--- config.mk ---
export PLATFORM = sky130hd
export DESIGN_NAME = bm25_document_score_top
export DESIGN_NICKNAME = d
export VERILOG_FILES = /design/src/rtl/core/bm25ds_pkg.sv /design/src/rtl/core/bm25_document_score_top.sv /design/src/rtl/core/bm25ds_ctrl.sv /design/src/rtl/core/bm25ds_datapath.sv
export SDC_FILE = /design/constraint.sdc
export NUM_CORES = 2
export LEC_CHECK = 0
export BUFFER_PORTS_ARGS = -buffer_cell sky130_fd_sc_hd__buf_2
export CAP_MARGIN = 20
export CORE_UTILIZATION = 40
export CTS_CLUSTER_DIAMETER = 60
export DETAILED_ROUTE_END_ITERATION = 10
export HOLD_SLACK_MARGIN = 0.12
export PLACE_DENSITY_LB_ADDON = 0.05
export RECOVER_POWER = 50
export SYNTH_ARGS = -nofsm -noshare
export SYNTH_HDL_FRONTEND = slang
export SYNTH_HIERARCHICAL = 1
export SYNTH_SLANG_ARGS = --single-unit
--- constraint.sdc ---
create_clock -name i_clk -period 21.6 [get_ports i_clk]
set_input_delay 4.32 -clock i_clk [delete_from_list [all_inputs] [get_ports i_clk]]
set_output_delay 4.32 -clock i_clk [all_outputs]
set_load 0.02 [all_outputs]
--- src/rtl/core/bm25ds_pkg.sv ---
package bm25ds_pkg;

    localparam int FRAC_BITS_DEF  = 16;
    localparam int COUNT_BITS_DEF = 24;
    localparam int SCORE_W        = 48;
    localparam int MUL_W          = 64;
    localparam int MB_W           = 32;
    localparam int DIV_W          = 64;
    localparam int DVS_W          = 48;
    localparam int CFG_IDX_W      = 8;
    localparam int CFG_DATA_W     = 32;

    typedef struct packed {
        logic [23:0] collection_count;
        logic [15:0] doc_term_count;
        logic [23:0] doc_len;
        logic        last_term;
    } t_in;

    typedef struct packed {
        logic signed [SCORE_W-1:0] total_score;
        logic                      length_error;
    } t_out;

    typedef struct packed {
        logic [15:0] k_one;
        logic [16:0] length_weight;
        logic [31:0] mean_doc_length;
        logic [23:0] vocab_size;
    } t_cfg;

    typedef enum logic [CFG_IDX_W-1:0] {
        CFG_K_ONE           = 8'd0,
        CFG_LENGTH_WEIGHT   = 8'd1,
        CFG_MEAN_DOC_LENGTH = 8'd2,
        CFG_VOCAB_SIZE      = 8'd3
    } t_cfg_idx;

    typedef enum logic [4:0] {
        CMD_NONE,
        CMD_LOAD,
        CMD_SET_N,
        CMD_SET_D,
        CMD_NORM,
        CMD_LOG_MUL,
        CMD_LOG_N,
        CMD_LOG_D,
        CMD_IDF_MUL,
        CMD_IDF,
        CMD_BAV_MUL,
        CMD_DIV_K,
        CMD_KVAL,
        CMD_KK_MUL,
        CMD_DEN,
        CMD_NUM_MUL,
        CMD_DIV_TF,
        CMD_TF,
        CMD_W_MUL,
        CMD_ACC,
        CMD_EMIT
    } t_cmd;

    typedef struct packed {
        logic dl_zero;
        logic norm_done;
        logic mul_done;
        logic div_done;
        logic last;
        logic out_free;
    } t_stat;

    // log2(1 + i/16), Q.16
    function automatic logic [16:0] log_tab(input logic [4:0] i);
        logic [16:0] v;
        case (i)
            5'd0:    v = 17'd0;
            5'd1:    v = 17'd5732;
            5'd2:    v = 17'd11136;
            5'd3:    v = 17'd16248;
            5'd4:    v = 17'd21098;
            5'd5:    v = 17'd25711;
            5'd6:    v = 17'd30109;
            5'd7:    v = 17'd34312;
            5'd8:    v = 17'd38336;
            5'd9:    v = 17'd42196;
            5'd10:   v = 17'd45904;
            5'd11:   v = 17'd49472;
            5'd12:   v = 17'd52911;
            5'd13:   v = 17'd56229;
            5'd14:   v = 17'd59434;
            5'd15:   v = 17'd62534;
            5'd16:   v = 17'd65536;
            default: v = 17'd0;
        endcase
        return v;
    endfunction

endpackage

--- src/rtl/core/bm25_document_score_top.sv ---
// From request to score, the time is set by two 64-step restoring divisions, the
// bit-serial multiplier (one bit per cycle) and up to 24 normalization shifts per
// log argument; at zero document length all of these are skipped.
// One term request at a time: the next is taken only once the previous term is done.
// A finished score waits in the output register while the next term is taken.
// Reset: synchronous, active low; clears control and score state, loads the default config.
module bm25_document_score_top
    import bm25ds_pkg::*;
#(
    parameter int FRAC_BITS  = FRAC_BITS_DEF,
    parameter int COUNT_BITS = COUNT_BITS_DEF
) (
    input  logic                  i_clk,
    input  logic                  i_rst_n,
    input  logic                  i_valid,
    output logic                  o_ready,
    input  t_in                   i_data,
    output logic                  o_valid,
    input  logic                  i_ready,
    output t_out                  o_data,
    input  logic                  i_cfg_valid,
    output logic                  o_cfg_ready,
    input  logic [CFG_IDX_W-1:0]  i_cfg_index,
    input  logic [CFG_DATA_W-1:0] i_cfg_data
);

    t_cfg  r_cfg;
    t_cmd  cmd;
    t_stat stat;

    assign o_cfg_ready = 1'b1;

    always_ff @(posedge i_clk) begin
        if (!i_rst_n) begin
            r_cfg.k_one           <= 16'd4915;
            r_cfg.length_weight   <= 17'd49152;
            r_cfg.mean_doc_length <= 32'd256;
            r_cfg.vocab_size      <= 24'd1;
        end else if (i_cfg_valid) begin
            case (i_cfg_index)
                CFG_K_ONE:           r_cfg.k_one           <= i_cfg_data[15:0];
                CFG_LENGTH_WEIGHT:   r_cfg.length_weight   <= i_cfg_data[16:0];
                CFG_MEAN_DOC_LENGTH: r_cfg.mean_doc_length <= i_cfg_data;
                CFG_VOCAB_SIZE:      r_cfg.vocab_size      <= i_cfg_data[23:0];
                default: ;
            endcase
        end
    end

    bm25ds_ctrl u_ctrl (
        .i_clk   (i_clk),
        .i_rst_n (i_rst_n),
        .i_valid (i_valid),
        .o_ready (o_ready),
        .i_stat  (stat),
        .o_cmd   (cmd)
    );

    bm25ds_datapath #(
        .FRAC_BITS  (FRAC_BITS),
        .COUNT_BITS (COUNT_BITS)
    ) u_dp (
        .i_clk   (i_clk),
        .i_rst_n (i_rst_n),
        .i_cmd   (cmd),
        .i_data  (i_data),
        .i_cfg   (r_cfg),
        .i_ready (i_ready),
        .o_valid (o_valid),
        .o_data  (o_data),
        .o_stat  (stat)
    );

    a_busy_after_req: assert property (@(posedge i_clk) disable iff (!i_rst_n)
        (i_valid && o_ready) |=> !o_ready)
        else $error("ready high right after request");

    a_reset_clears: assert property (@(posedge i_clk)
        !i_rst_n |=> (!o_valid && o_ready))
        else $error("reset did not clear control state");

    a_score_from_busy: assert property (@(posedge i_clk) disable iff (!i_rst_n)
        $rose(o_valid) |-> $past(!o_ready))
        else $error("score appeared without a request in work");

endmodule

--- src/rtl/core/bm25ds_ctrl.sv ---
module bm25ds_ctrl
    import bm25ds_pkg::*;
(
    input  logic  i_clk,
    input  logic  i_rst_n,
    input  logic  i_valid,
    output logic  o_ready,
    input  t_stat i_stat,
    output t_cmd  o_cmd
);

    typedef enum logic [5:0] {
        ST_IDLE, ST_SET_N, ST_NORM_N, ST_LMUL_N, ST_LWAIT_N, ST_LOG_N,
        ST_SET_D, ST_NORM_D, ST_LMUL_D, ST_LWAIT_D, ST_LOG_D,
        ST_IDF_MUL, ST_IDF_WAIT, ST_IDF, ST_BAV_MUL, ST_BAV_WAIT,
        ST_DIV_K, ST_DIV_K_WAIT, ST_KVAL, ST_KK_MUL, ST_KK_WAIT, ST_DEN,
        ST_NUM_MUL, ST_NUM_WAIT, ST_DIV_TF, ST_DIV_TF_WAIT, ST_TF,
        ST_W_MUL, ST_W_WAIT, ST_ACC, ST_EMIT
    } t_state;

    t_state r_state, n_state;

    always_comb begin
        n_state = r_state;
        o_cmd   = CMD_NONE;
        case (r_state)
            ST_IDLE: begin
                if (i_valid) begin
                    o_cmd   = CMD_LOAD;
                    n_state = ST_SET_N;
                end
            end
            ST_SET_N: begin
                o_cmd   = CMD_SET_N;
                n_state = i_stat.dl_zero ? ST_ACC : ST_NORM_N;
            end
            ST_NORM_N: begin
                o_cmd = CMD_NORM;
                if (i_stat.norm_done) n_state = ST_LMUL_N;
            end
            ST_LMUL_N: begin
                o_cmd   = CMD_LOG_MUL;
                n_state = ST_LWAIT_N;
            end
            ST_LWAIT_N: if (i_stat.mul_done) n_state = ST_LOG_N;
            ST_LOG_N: begin
                o_cmd   = CMD_LOG_N;
                n_state = ST_SET_D;
            end
            ST_SET_D: begin
                o_cmd   = CMD_SET_D;
                n_state = ST_NORM_D;
            end
            ST_NORM_D: begin
                o_cmd = CMD_NORM;
                if (i_stat.norm_done) n_state = ST_LMUL_D;
            end
            ST_LMUL_D: begin
                o_cmd   = CMD_LOG_MUL;
                n_state = ST_LWAIT_D;
            end
            ST_LWAIT_D: if (i_stat.mul_done) n_state = ST_LOG_D;
            ST_LOG_D: begin
                o_cmd   = CMD_LOG_D;
                n_state = ST_IDF_MUL;
            end
            ST_IDF_MUL: begin
                o_cmd   = CMD_IDF_MUL;
                n_state = ST_IDF_WAIT;
            end
            ST_IDF_WAIT: if (i_stat.mul_done) n_state = ST_IDF;
            ST_IDF: begin
                o_cmd   = CMD_IDF;
                n_state = ST_BAV_MUL;
            end
            ST_BAV_MUL: begin
                o_cmd   = CMD_BAV_MUL;
                n_state = ST_BAV_WAIT;
            end
            ST_BAV_WAIT: if (i_stat.mul_done) n_state = ST_DIV_K;
            ST_DIV_K: begin
                o_cmd   = CMD_DIV_K;
                n_state = ST_DIV_K_WAIT;
            end
            ST_DIV_K_WAIT: if (i_stat.div_done) n_state = ST_KVAL;
            ST_KVAL: begin
                o_cmd   = CMD_KVAL;
                n_state = ST_KK_MUL;
            end
            ST_KK_MUL: begin
                o_cmd   = CMD_KK_MUL;
                n_state = ST_KK_WAIT;
            end
            ST_KK_WAIT: if (i_stat.mul_done) n_state = ST_DEN;
            ST_DEN: begin
                o_cmd   = CMD_DEN;
                n_state = ST_NUM_MUL;
            end
            ST_NUM_MUL: begin
                o_cmd   = CMD_NUM_MUL;
                n_state = ST_NUM_WAIT;
            end
            ST_NUM_WAIT: if (i_stat.mul_done) n_state = ST_DIV_TF;
            ST_DIV_TF: begin
                o_cmd   = CMD_DIV_TF;
                n_state = ST_DIV_TF_WAIT;
            end
            ST_DIV_TF_WAIT: if (i_stat.div_done) n_state = ST_TF;
            ST_TF: begin
                o_cmd   = CMD_TF;
                n_state = ST_W_MUL;
            end
            ST_W_MUL: begin
                o_cmd   = CMD_W_MUL;
                n_state = ST_W_WAIT;
            end
            ST_W_WAIT: if (i_stat.mul_done) n_state = ST_ACC;
            ST_ACC: begin
                o_cmd   = CMD_ACC;
                n_state = i_stat.last ? ST_EMIT : ST_IDLE;
            end
            ST_EMIT: begin
                if (i_stat.out_free) begin
                    o_cmd   = CMD_EMIT;
                    n_state = ST_IDLE;
                end
            end
            default: n_state = ST_IDLE;
        endcase
    end

    assign o_ready = (r_state == ST_IDLE);

    always_ff @(posedge i_clk) begin
        if (!i_rst_n) begin
            r_state <= ST_IDLE;
        end else begin
            r_state <= n_state;
        end
    end

endmodule

--- src/rtl/core/bm25ds_datapath.sv ---
module bm25ds_datapath
    import bm25ds_pkg::*;
#(
    parameter int FRAC_BITS  = FRAC_BITS_DEF,
    parameter int COUNT_BITS = COUNT_BITS_DEF
) (
    input  logic  i_clk,
    input  logic  i_rst_n,
    input  t_cmd  i_cmd,
    input  t_in   i_data,
    input  t_cfg  i_cfg,
    input  logic  i_ready,
    output logic  o_valid,
    output t_out  o_data,
    output t_stat o_stat
);

    localparam int CW    = (COUNT_BITS < 24) ? COUNT_BITS : 24;
    localparam int W     = CW + 1;
    localparam int LR    = W - 5;
    localparam int E_W   = $clog2(W);
    localparam int LOG_W = 22;
    localparam int IDF_W = 24;
    localparam int TF_W  = 32;

    logic [CW-1:0]     r_c;
    logic [15:0]       r_f;
    logic [CW-1:0]     r_dl;
    logic              r_last;
    logic              r_dlz;
    logic [W-1:0]      r_x;
    logic [E_W-1:0]    r_e;
    logic [LOG_W-1:0]  r_logn, r_logd;
    logic              r_neg;
    logic [IDF_W-1:0]  r_idf;
    logic [DVS_W-1:0]  r_kval;
    logic [DVS_W-1:0]  r_den;
    logic [TF_W-1:0]   r_tf;
    logic signed [SCORE_W-1:0] r_sum;
    logic              r_err;
    logic              r_ov;
    t_out              r_out;

    logic [MUL_W-1:0]  r_ma, r_mp;
    logic [MB_W-1:0]   r_mb;
    logic [DIV_W-1:0]  r_q;
    logic [DVS_W-1:0]  r_rem, r_dd;
    logic [6:0]        r_dcnt;

    logic              mul_start;
    logic [MUL_W-1:0]  mul_a;
    logic [MB_W-1:0]   mul_b;
    logic              div_start;
    logic [DIV_W-1:0]  div_n;
    logic [DVS_W-1:0]  div_d;

    logic [CW-1:0]     c_in, v_m;
    logic [3:0]        idx;
    logic [16:0]       t_lo, t_hi;
    logic [16:0]       b_cl;
    logic [LOG_W-1:0]  diff;
    logic              neg_now;
    logic [DVS_W:0]    div_sh;
    logic              div_ge;
    logic [MUL_W-1:0]  mag;
    logic signed [SCORE_W+1:0] acc;
    logic signed [SCORE_W+1:0] sat_max, sat_min;

    assign c_in    = i_data.collection_count[CW-1:0];
    assign v_m     = i_cfg.vocab_size[CW-1:0];
    assign idx     = r_x[W-2 -: 4];
    assign t_lo    = log_tab({1'b0, idx});
    assign t_hi    = log_tab({1'b0, idx} + 5'd1);
    assign b_cl    = i_cfg.length_weight[16] ? 17'h10000 : i_cfg.length_weight;
    assign neg_now = r_logn < r_logd;
    assign diff    = neg_now ? (r_logd - r_logn) : (r_logn - r_logd);
    assign div_sh  = {r_rem, r_q[DIV_W-1]};
    assign div_ge  = div_sh >= {1'b0, r_dd};
    assign mag     = (r_mp + (MUL_W'(1) << (31 - FRAC_BITS))) >> (32 - FRAC_BITS);
    assign sat_max = {2'b00, 1'b0, {(SCORE_W-1){1'b1}}};
    assign sat_min = {2'b11, 1'b1, {(SCORE_W-1){1'b0}}};

    always_comb begin
        acc = {{2{r_sum[SCORE_W-1]}}, r_sum};
        if (r_neg) acc = acc - $signed({2'b00, mag[SCORE_W-1:0]});
        else       acc = acc + $signed({2'b00, mag[SCORE_W-1:0]});
    end

    always_comb begin
        mul_start = 1'b1;
        mul_a     = '0;
        mul_b     = '0;
        case (i_cmd)
            CMD_LOG_MUL: begin
                mul_a = MUL_W'(t_hi - t_lo);
                mul_b = MB_W'(r_x[LR-1:0]);
            end
            CMD_IDF_MUL: begin
                mul_a = MUL_W'(diff);
                mul_b = MB_W'(45426);
            end
            CMD_BAV_MUL: begin
                mul_a = MUL_W'(i_cfg.mean_doc_length);
                mul_b = MB_W'(b_cl);
            end
            CMD_KK_MUL: begin
                mul_a = MUL_W'(r_kval);
                mul_b = MB_W'(i_cfg.k_one);
            end
            CMD_NUM_MUL: begin
                mul_a = MUL_W'({1'b0, i_cfg.k_one} + 17'd4096);
                mul_b = MB_W'(r_f);
            end
            CMD_W_MUL: begin
                mul_a = MUL_W'(r_idf);
                mul_b = r_tf;
            end
            default: mul_start = 1'b0;
        endcase
    end

    always_comb begin
        div_start = 1'b1;
        div_n     = '0;
        div_d     = '0;
        case (i_cmd)
            CMD_DIV_K: begin
                div_n = r_mp;
                div_d = DVS_W'(r_dl);
            end
            CMD_DIV_TF: begin
                div_n = r_mp << 20;
                div_d = r_den;
            end
            default: div_start = 1'b0;
        endcase
    end

    // bit-serial multiplier
    always_ff @(posedge i_clk) begin
        if (mul_start) begin
            r_ma <= mul_a;
            r_mb <= mul_b;
            r_mp <= '0;
        end else if (r_mb != '0) begin
            if (r_mb[0]) r_mp <= r_mp + r_ma;
            r_ma <= r_ma << 1;
            r_mb <= r_mb >> 1;
        end
    end

    // restoring divider, one quotient bit per cycle
    always_ff @(posedge i_clk) begin
        if (!i_rst_n) begin
            r_dcnt <= '0;
        end else if (div_start) begin
            r_dcnt <= 7'(DIV_W);
        end else if (r_dcnt != '0) begin
            r_dcnt <= r_dcnt - 7'd1;
        end
    end

    always_ff @(posedge i_clk) begin
        if (div_start) begin
            r_q   <= div_n;
            r_rem <= '0;
            r_dd  <= div_d;
        end else if (r_dcnt != '0) begin
            r_q   <= {r_q[DIV_W-2:0], div_ge};
            r_rem <= div_ge ? DVS_W'(div_sh - {1'b0, r_dd}) : div_sh[DVS_W-1:0];
        end
    end

    always_ff @(posedge i_clk) begin
        case (i_cmd)
            CMD_LOAD: begin
                r_c    <= (c_in > v_m) ? v_m : c_in;
                r_f    <= i_data.doc_term_count;
                r_dl   <= i_data.doc_len[CW-1:0];
                r_last <= i_data.last_term;
                r_dlz  <= (i_data.doc_len[CW-1:0] == '0);
            end
            CMD_SET_N: begin
                r_x <= {v_m - r_c, 1'b1};
                r_e <= E_W'(W - 1);
            end
            CMD_SET_D: begin
                r_x <= {r_c, 1'b1};
                r_e <= E_W'(W - 1);
            end
            CMD_NORM: begin
                if (!r_x[W-1]) begin
                    r_x <= r_x << 1;
                    r_e <= r_e - E_W'(1);
                end
            end
            CMD_LOG_N: r_logn <= LOG_W'({r_e, 16'd0}) + LOG_W'(t_lo) + LOG_W'(r_mp >> LR);
            CMD_LOG_D: r_logd <= LOG_W'({r_e, 16'd0}) + LOG_W'(t_lo) + LOG_W'(r_mp >> LR);
            CMD_IDF_MUL: r_neg <= neg_now;
            CMD_IDF:   r_idf <= IDF_W'((r_mp + MUL_W'(32768)) >> 16);
            CMD_KVAL:  r_kval <= DVS_W'(17'h10000 - b_cl) + DVS_W'(r_q >> 8);
            CMD_DEN:   r_den <= DVS_W'(r_mp >> 12) + DVS_W'({r_f, 16'd0});
            CMD_TF:    r_tf <= (r_den == '0) ? '0 : r_q[TF_W-1:0];
            default: ;
        endcase
    end

    always_ff @(posedge i_clk) begin
        if (!i_rst_n) begin
            r_sum <= '0;
            r_err <= 1'b0;
            r_ov  <= 1'b0;
        end else begin
            if (i_cmd == CMD_ACC) begin
                if (r_dlz) begin
                    r_err <= 1'b1;
                end else if (acc > sat_max) begin
                    r_sum <= sat_max[SCORE_W-1:0];
                end else if (acc < sat_min) begin
                    r_sum <= sat_min[SCORE_W-1:0];
                end else begin
                    r_sum <= acc[SCORE_W-1:0];
                end
            end
            if (i_cmd == CMD_EMIT) begin
                r_ov  <= 1'b1;
                r_sum <= '0;
                r_err <= 1'b0;
            end else if (i_ready) begin
                r_ov <= 1'b0;
            end
        end
    end

    always_ff @(posedge i_clk) begin
        if (i_cmd == CMD_EMIT) begin
            r_out.total_score  <= r_sum;
            r_out.length_error <= r_err;
        end
    end

    assign o_valid          = r_ov;
    assign o_data           = r_out;
    assign o_stat.dl_zero   = r_dlz;
    assign o_stat.norm_done = r_x[W-1];
    assign o_stat.mul_done  = (r_mb == '0);
    assign o_stat.div_done  = (r_dcnt == '0);
    assign o_stat.last      = r_last;
    assign o_stat.out_free  = !r_ov || i_ready;

endmodule

Word level (Yosys, flattened, before mapping)
Memories as Yosys holds them, arrays and structs flattened. A register that Yosys moved wholly into a read port is not among the register bits.
Index checks and enable logic that the tools add are counted.
{"block": "word_totals", "regBits": 814, "mem_count": 2, "romBits": 800, "elab_cells": 206}
{"name": "(name not given)", "words": 32, "word_bits": 17, "rd": 1, "rd_ports_with_merged_regs": 0, "wr": 0, "line": "bm25ds_pkg.sv:75", "rtl": "case (i)"}
{"name": "(name not given)", "words": 16, "word_bits": 16, "rd": 1, "rd_ports_with_merged_regs": 1, "wr": 0, "line": "bm25ds_pkg.sv:75"}
{"block": "classes", "addsub": 18, "bitwise": 2, "n_mux": 47, "n_reduce_logical": 32, "magnitude_cmp": 5, "n_eq_ne": 67}
{"cell": "$pmux 64 s6", "count": 1}
{"cell": "$mux 64", "count": 4}
{"cell": "$pmux 32 s6", "count": 1}
{"cell": "$pmux 6 s31", "count": 1}
{"cell": "$mux 48", "count": 3}
{"cell": "$pmux 64 s2", "count": 1}
{"cell": "$pmux 5 s20", "count": 1}
{"cell": "$pmux 48 s2", "count": 1}
{"cell": "$eq 6x5->1 const B", "count": 15}
{"cell": "$mux 6", "count": 13}
{"cell": "$pmux 25 s3", "count": 1}
{"cell": "$add 64x16->64 const B", "count": 1}
{"cell": "$add 64x64->64", "count": 1}
{"cell": "$mux 32", "count": 2}
{"cell": "$add 48x49->50", "count": 1}
{"cell": "$gt 50x48->1 const B", "count": 1}
{"cell": "$lt 50x48->1 const B", "count": 1}
{"cell": "$mux 50", "count": 1}
{"cell": "$sub 48x49->50", "count": 1}
{"cell": "$ge 49x48->1", "count": 1}
{"cell": "$add 48x32->48", "count": 1}
{"cell": "$add 48x48->48", "count": 1}
{"cell": "$eq 6x4->1 const B", "count": 8}
{"cell": "$logic_not 48->1", "count": 1}
{"cell": "other kinds (50)", "count": 108}

Logic depth before layout (Yosys ltp)
{"block": "depth", "ltp_word": 8, "depth_mapped": 26}

Hierarchy
Netlist, hierarchy kept.
{"module": "bm25ds_datapath", "instances": 1, "cells_each": 5356, "area_each_um2": 50123.1, "seq_area_each_um2": 20219.4}
{"module": "bm25_document_score_top", "instances": 1, "cells_each": 339, "area_each_um2": 3464.6, "seq_area_each_um2": 1781.7}
{"module": "bm25ds_ctrl", "instances": 1, "cells_each": 127, "area_each_um2": 835.8, "seq_area_each_um2": 100.1}

Worst setup path after synthesis
No wires, ideal clock.
{"block": "synth_timing", "path_kind": "input to register", "from": "input port i_ready", "to": "register u_dp.r_c[0] (enable)", "arrival_time_ns": 10.023, "n_path_buf": 0, "path_stages": 8, "t_required_ns": 21.029, "setup_time_ns": 0.571, "slack_ns": 11.006, "cell_sequence": "nand2b_1 nand2_1 a211oi_1 o21ai_0 o311ai_0 nand2b_1 nand2b_1 nor3_1"}
{"block": "synth_via", "elab_chain_cells": 4}
{"element": "start: declaration", "line": "bm25_document_score_top.sv:19", "rtl": "input logic i_ready,"}
{"element": "$logic_or 1x1->1", "line": "bm25ds_datapath.sv:249", "rtl": "assign o_stat.out_free = !r_ov || i_ready;"}
{"element": "$mux 5", "line": "bm25ds_ctrl.sv:123", "rtl": "if (i_stat.out_free) begin"}
{"element": "$pmux 5 s20", "line": "bm25ds_ctrl.sv:26", "rtl": "case (r_state)"}
{"element": "named net cmd[2]", "line": "bm25_document_score_top.sv:28", "rtl": "t_cmd cmd;"}
{"element": "$eq 5x1->1", "line": "bm25ds_datapath.sv:175", "rtl": "case (i_cmd)"}
{"element": "end signal: assignment", "line": "bm25ds_datapath.sv:177", "rtl": "r_c <= (c_in > v_m) ? v_m : c_in;"}
{"element": "end: declaration", "line": "bm25ds_datapath.sv:26", "rtl": "logic [CW-1:0] r_c;"}
The timed path passes the listed nets, and every way through them passes these cells.
A chain may end at the register's enable or synchronous reset.

==> run summary <==
GPL Wtd Cong: 0.9401
Fin crit share: 0.4989
Via/cell ratio: 5.842
Vias in the first global route: 42519
Fill count: 13061
Reg area: 0.02210 sq mm
Number of enable flip-flop cells after synthesis: 550
Die ar.: 0.1375 sq mm
Status: finished, violations left
Area Overhead vs Synth: 11.57%
Dpl hpwl: 141900 um
Kind of critical path: in2reg
DRT Wirelength: 189600 um
Met2 WL: 80590 um
CP required: 22.24 ns
Initial core utilization: 0.4052
Clock Tree Buf Depth: 3
Met1 wire length: 90060 um
Clock Tree Root: clkbuf_16
Die Span Y: 370.9 um
Clock sink total: 829
Synth warn: 6
Final hold slack: 0.4680 ns
Wirelength per Cell: 24.32 um
Post-Syn Area: 0.05442 sq mm
Synth Register Bits: 829
Share of cells above drive strength 1: 0.07356
Total gr overflow: 0
Mapped Cells: 5822
Row cnt: 134
Postcts setup bufs: 0
Initial antenna violation count: 11
Synth cell types: 106
Routed wire length on met3: 13310 um
Hold path cells: 0
Final setup vio count: 0
Tot GR Track Use: 0.2698
Final net count: 6416
First-pass DRT Iterations: 6
CTS tree: yes
Worst skew pair latency: 0.74 ns
FMAX: 92.79 MHz
Max-slew violations: 572
Drt drc: 0
P per Cell Area: 178.4 mW/mm^2
Failing checks: max-capacitance violations, max-slew violations
H-tree levels: 3
Global-route wire length before repair: 279000 um
Top FF cell, synth: edfxtp_1
Fraction of registers with async set/reset: 0
Crit path time final: 10.78 ns
R2R depth: 22
Post_cts resized: 0
Max layer used: met5
Syn Area/Cell: 9.348 sq um
Slew @ Worst Pin: 3.642 ns
Max FO, Critical Path: 94
RSZ-0062 raised after global routing: no
# port buffers: 160
Core Util, Final: 0.4521
Leak: 0.02489 uW
Die W: 370.9 um
DRT antenna net count: 0
Seq/Total Area, Yosys: 0.4061
Ports: 162
Crit path capture type: flip-flop
Vias: 45534
Setup tns final: 0 ns
Peak supply drop: 0.0001027 V
HP Class: reg2reg
CTS Buf Count: 111
Core ar.: 0.1343 sq mm
DR iter-0 viols: 3966
Rel. slew slack: -1.428
Max-cap viol count: 18
Final hold vios: 0
Largest net degree at the start of global routing: 95
Cts hold-fix bufs: 0
Multi-input gate area: 0.03011 sq mm
Worst setup SP type: primary input
Clock transition at path regs: 0.06 ns
Clock skew: 0.04545 ns
Critical path arrival: 11.42 ns
-- report_power, final --
part	switching (uW)	internal (uW)	total [uW]
logic	3690	2230	5920
registers	540	2460	3000
clock network	767	1150	1920
total	5000	5830	10800
-- sequential cells by signal, indices dropped and copies added, names as in the netlist, 48 cells and up --
| register | count |
|---|---|
| u_dp/r_rem | 48 |
| u_dp/r_dd | 48 |
| u_dp/r_q | 64 |
| u_dp/r_sum | 48 |
| u_dp/r_den | 48 |
| u_dp/o_data | 49 |
| u_dp/r_mp | 64 |
| r_cfg | 89 |
| u_dp/r_kval | 48 |
| u_dp/r_ma | 64 |
-- cell usage in the layout (no fill, tap or decap), types with 135 or more instances in the layout --
master      n
a21o_1    151
a21oi_1   402
clkbuf_1  135
dfxtp_1   279
edfxtp_1  550
ha_1      372
inv_1     294
mux2i_1   185
nand2_1   510
nor2_1    451
o21ai_0   321
xnor2_1   258
-- synthesized netlist by cell type (all sizes together) (101+ instances only) --
cell type / count / area share
a21o: 151 / 0.021
a21oi: 403 / 0.037
a22oi: 104 / 0.014
clkbuf: 212 / 0.015
dfxtp: 279 / 0.10
edfxtp: 550 / 0.30
ha: 372 / 0.086
inv: 298 / 0.021
mux2i: 185 / 0.034
nand2: 513 / 0.035
nand3: 111 / 0.010
nor2: 460 / 0.032
nor2b: 101 / 0.012
nor3: 107 / 0.010
o21ai: 332 / 0.031
xnor2: 260 / 0.042
xor2: 124 / 0.020
-- layout make-up --
cell class	count	area share
tap	1768	0.03643
clock inverter	56	0.01107
clock buffer	155	0.05219
inverter	302	0.01867
timing repair buffer	253	0.02168
sequential	829	0.3640
antenna	4	0.0001648
multi-input combinational	4427	0.4958
-- layer usage --
layer	global-route usage	up-vias
met1	0.3957	22072
li1	-	21688
met4	0.07653	8
met3	0.04456	254
met5	0	-
met2	0.4051	1512
-- through the flow --
step / std cells / setup WS, ns / power [uW] / cell area (sq um)
finish: 7794 / 10.82 / 10830 / 60720
global route: 7790 / 10.53 / 11570 / 60710
CTS: 7786 / 12.73 / 10790 / 60970
detailed placement: 7575 / 11.99 / 8811 / 57130
global placement: 7575 / 12.13 / 8803 / 57130
floorplan: 5851 / 11.01 / 7027 / 54530
-- kinds of logic (layout without fill, tap and decap cells) --
logic type / Yosys count / after routing / share of synthesized area
compound gates: 1642 / 1642 / 0.1980
xor+xnor: 384 / 384 / 0.06207
fa+ha+maj: 382 / 382 / 0.08920
buf+inv: 595 / 766 / 0.04407
flops: 829 / 829 / 0.4061
mux: 215 / 215 / 0.04044
other cells: 2 / 35 / 0.0001380
simple gates: 1773 / 1773 / 0.1600
-- worst paths after layout --
check	from	end	slack, ns
setup / recovery	i_rst_n	r_cfg[67]$_SDFFE_PN0P_	10.82
hold / removal	u_dp/r_sum[41]$_SDFFE_PP0P_	u_dp/o_data[42]$_DFFE_PP_	0.47
setup reg to reg	u_dp/r_mp[17]$_SDFFE_PN0P_	u_dp/r_sum[10]$_SDFFE_PP0P_	12.94
hold reg to reg	u_dp/r_sum[41]$_SDFFE_PP0P_	u_dp/o_data[42]$_DFFE_PP_	0.47
-- critical path, stage by stage --
cell and delay, ns:
clkbuf_1 0.33, clkbuf_1 2.52, clkbuf_1 2.72, nand2_1 1.03, mux2i_1 0.38
(Power assumes the default switching activity.)
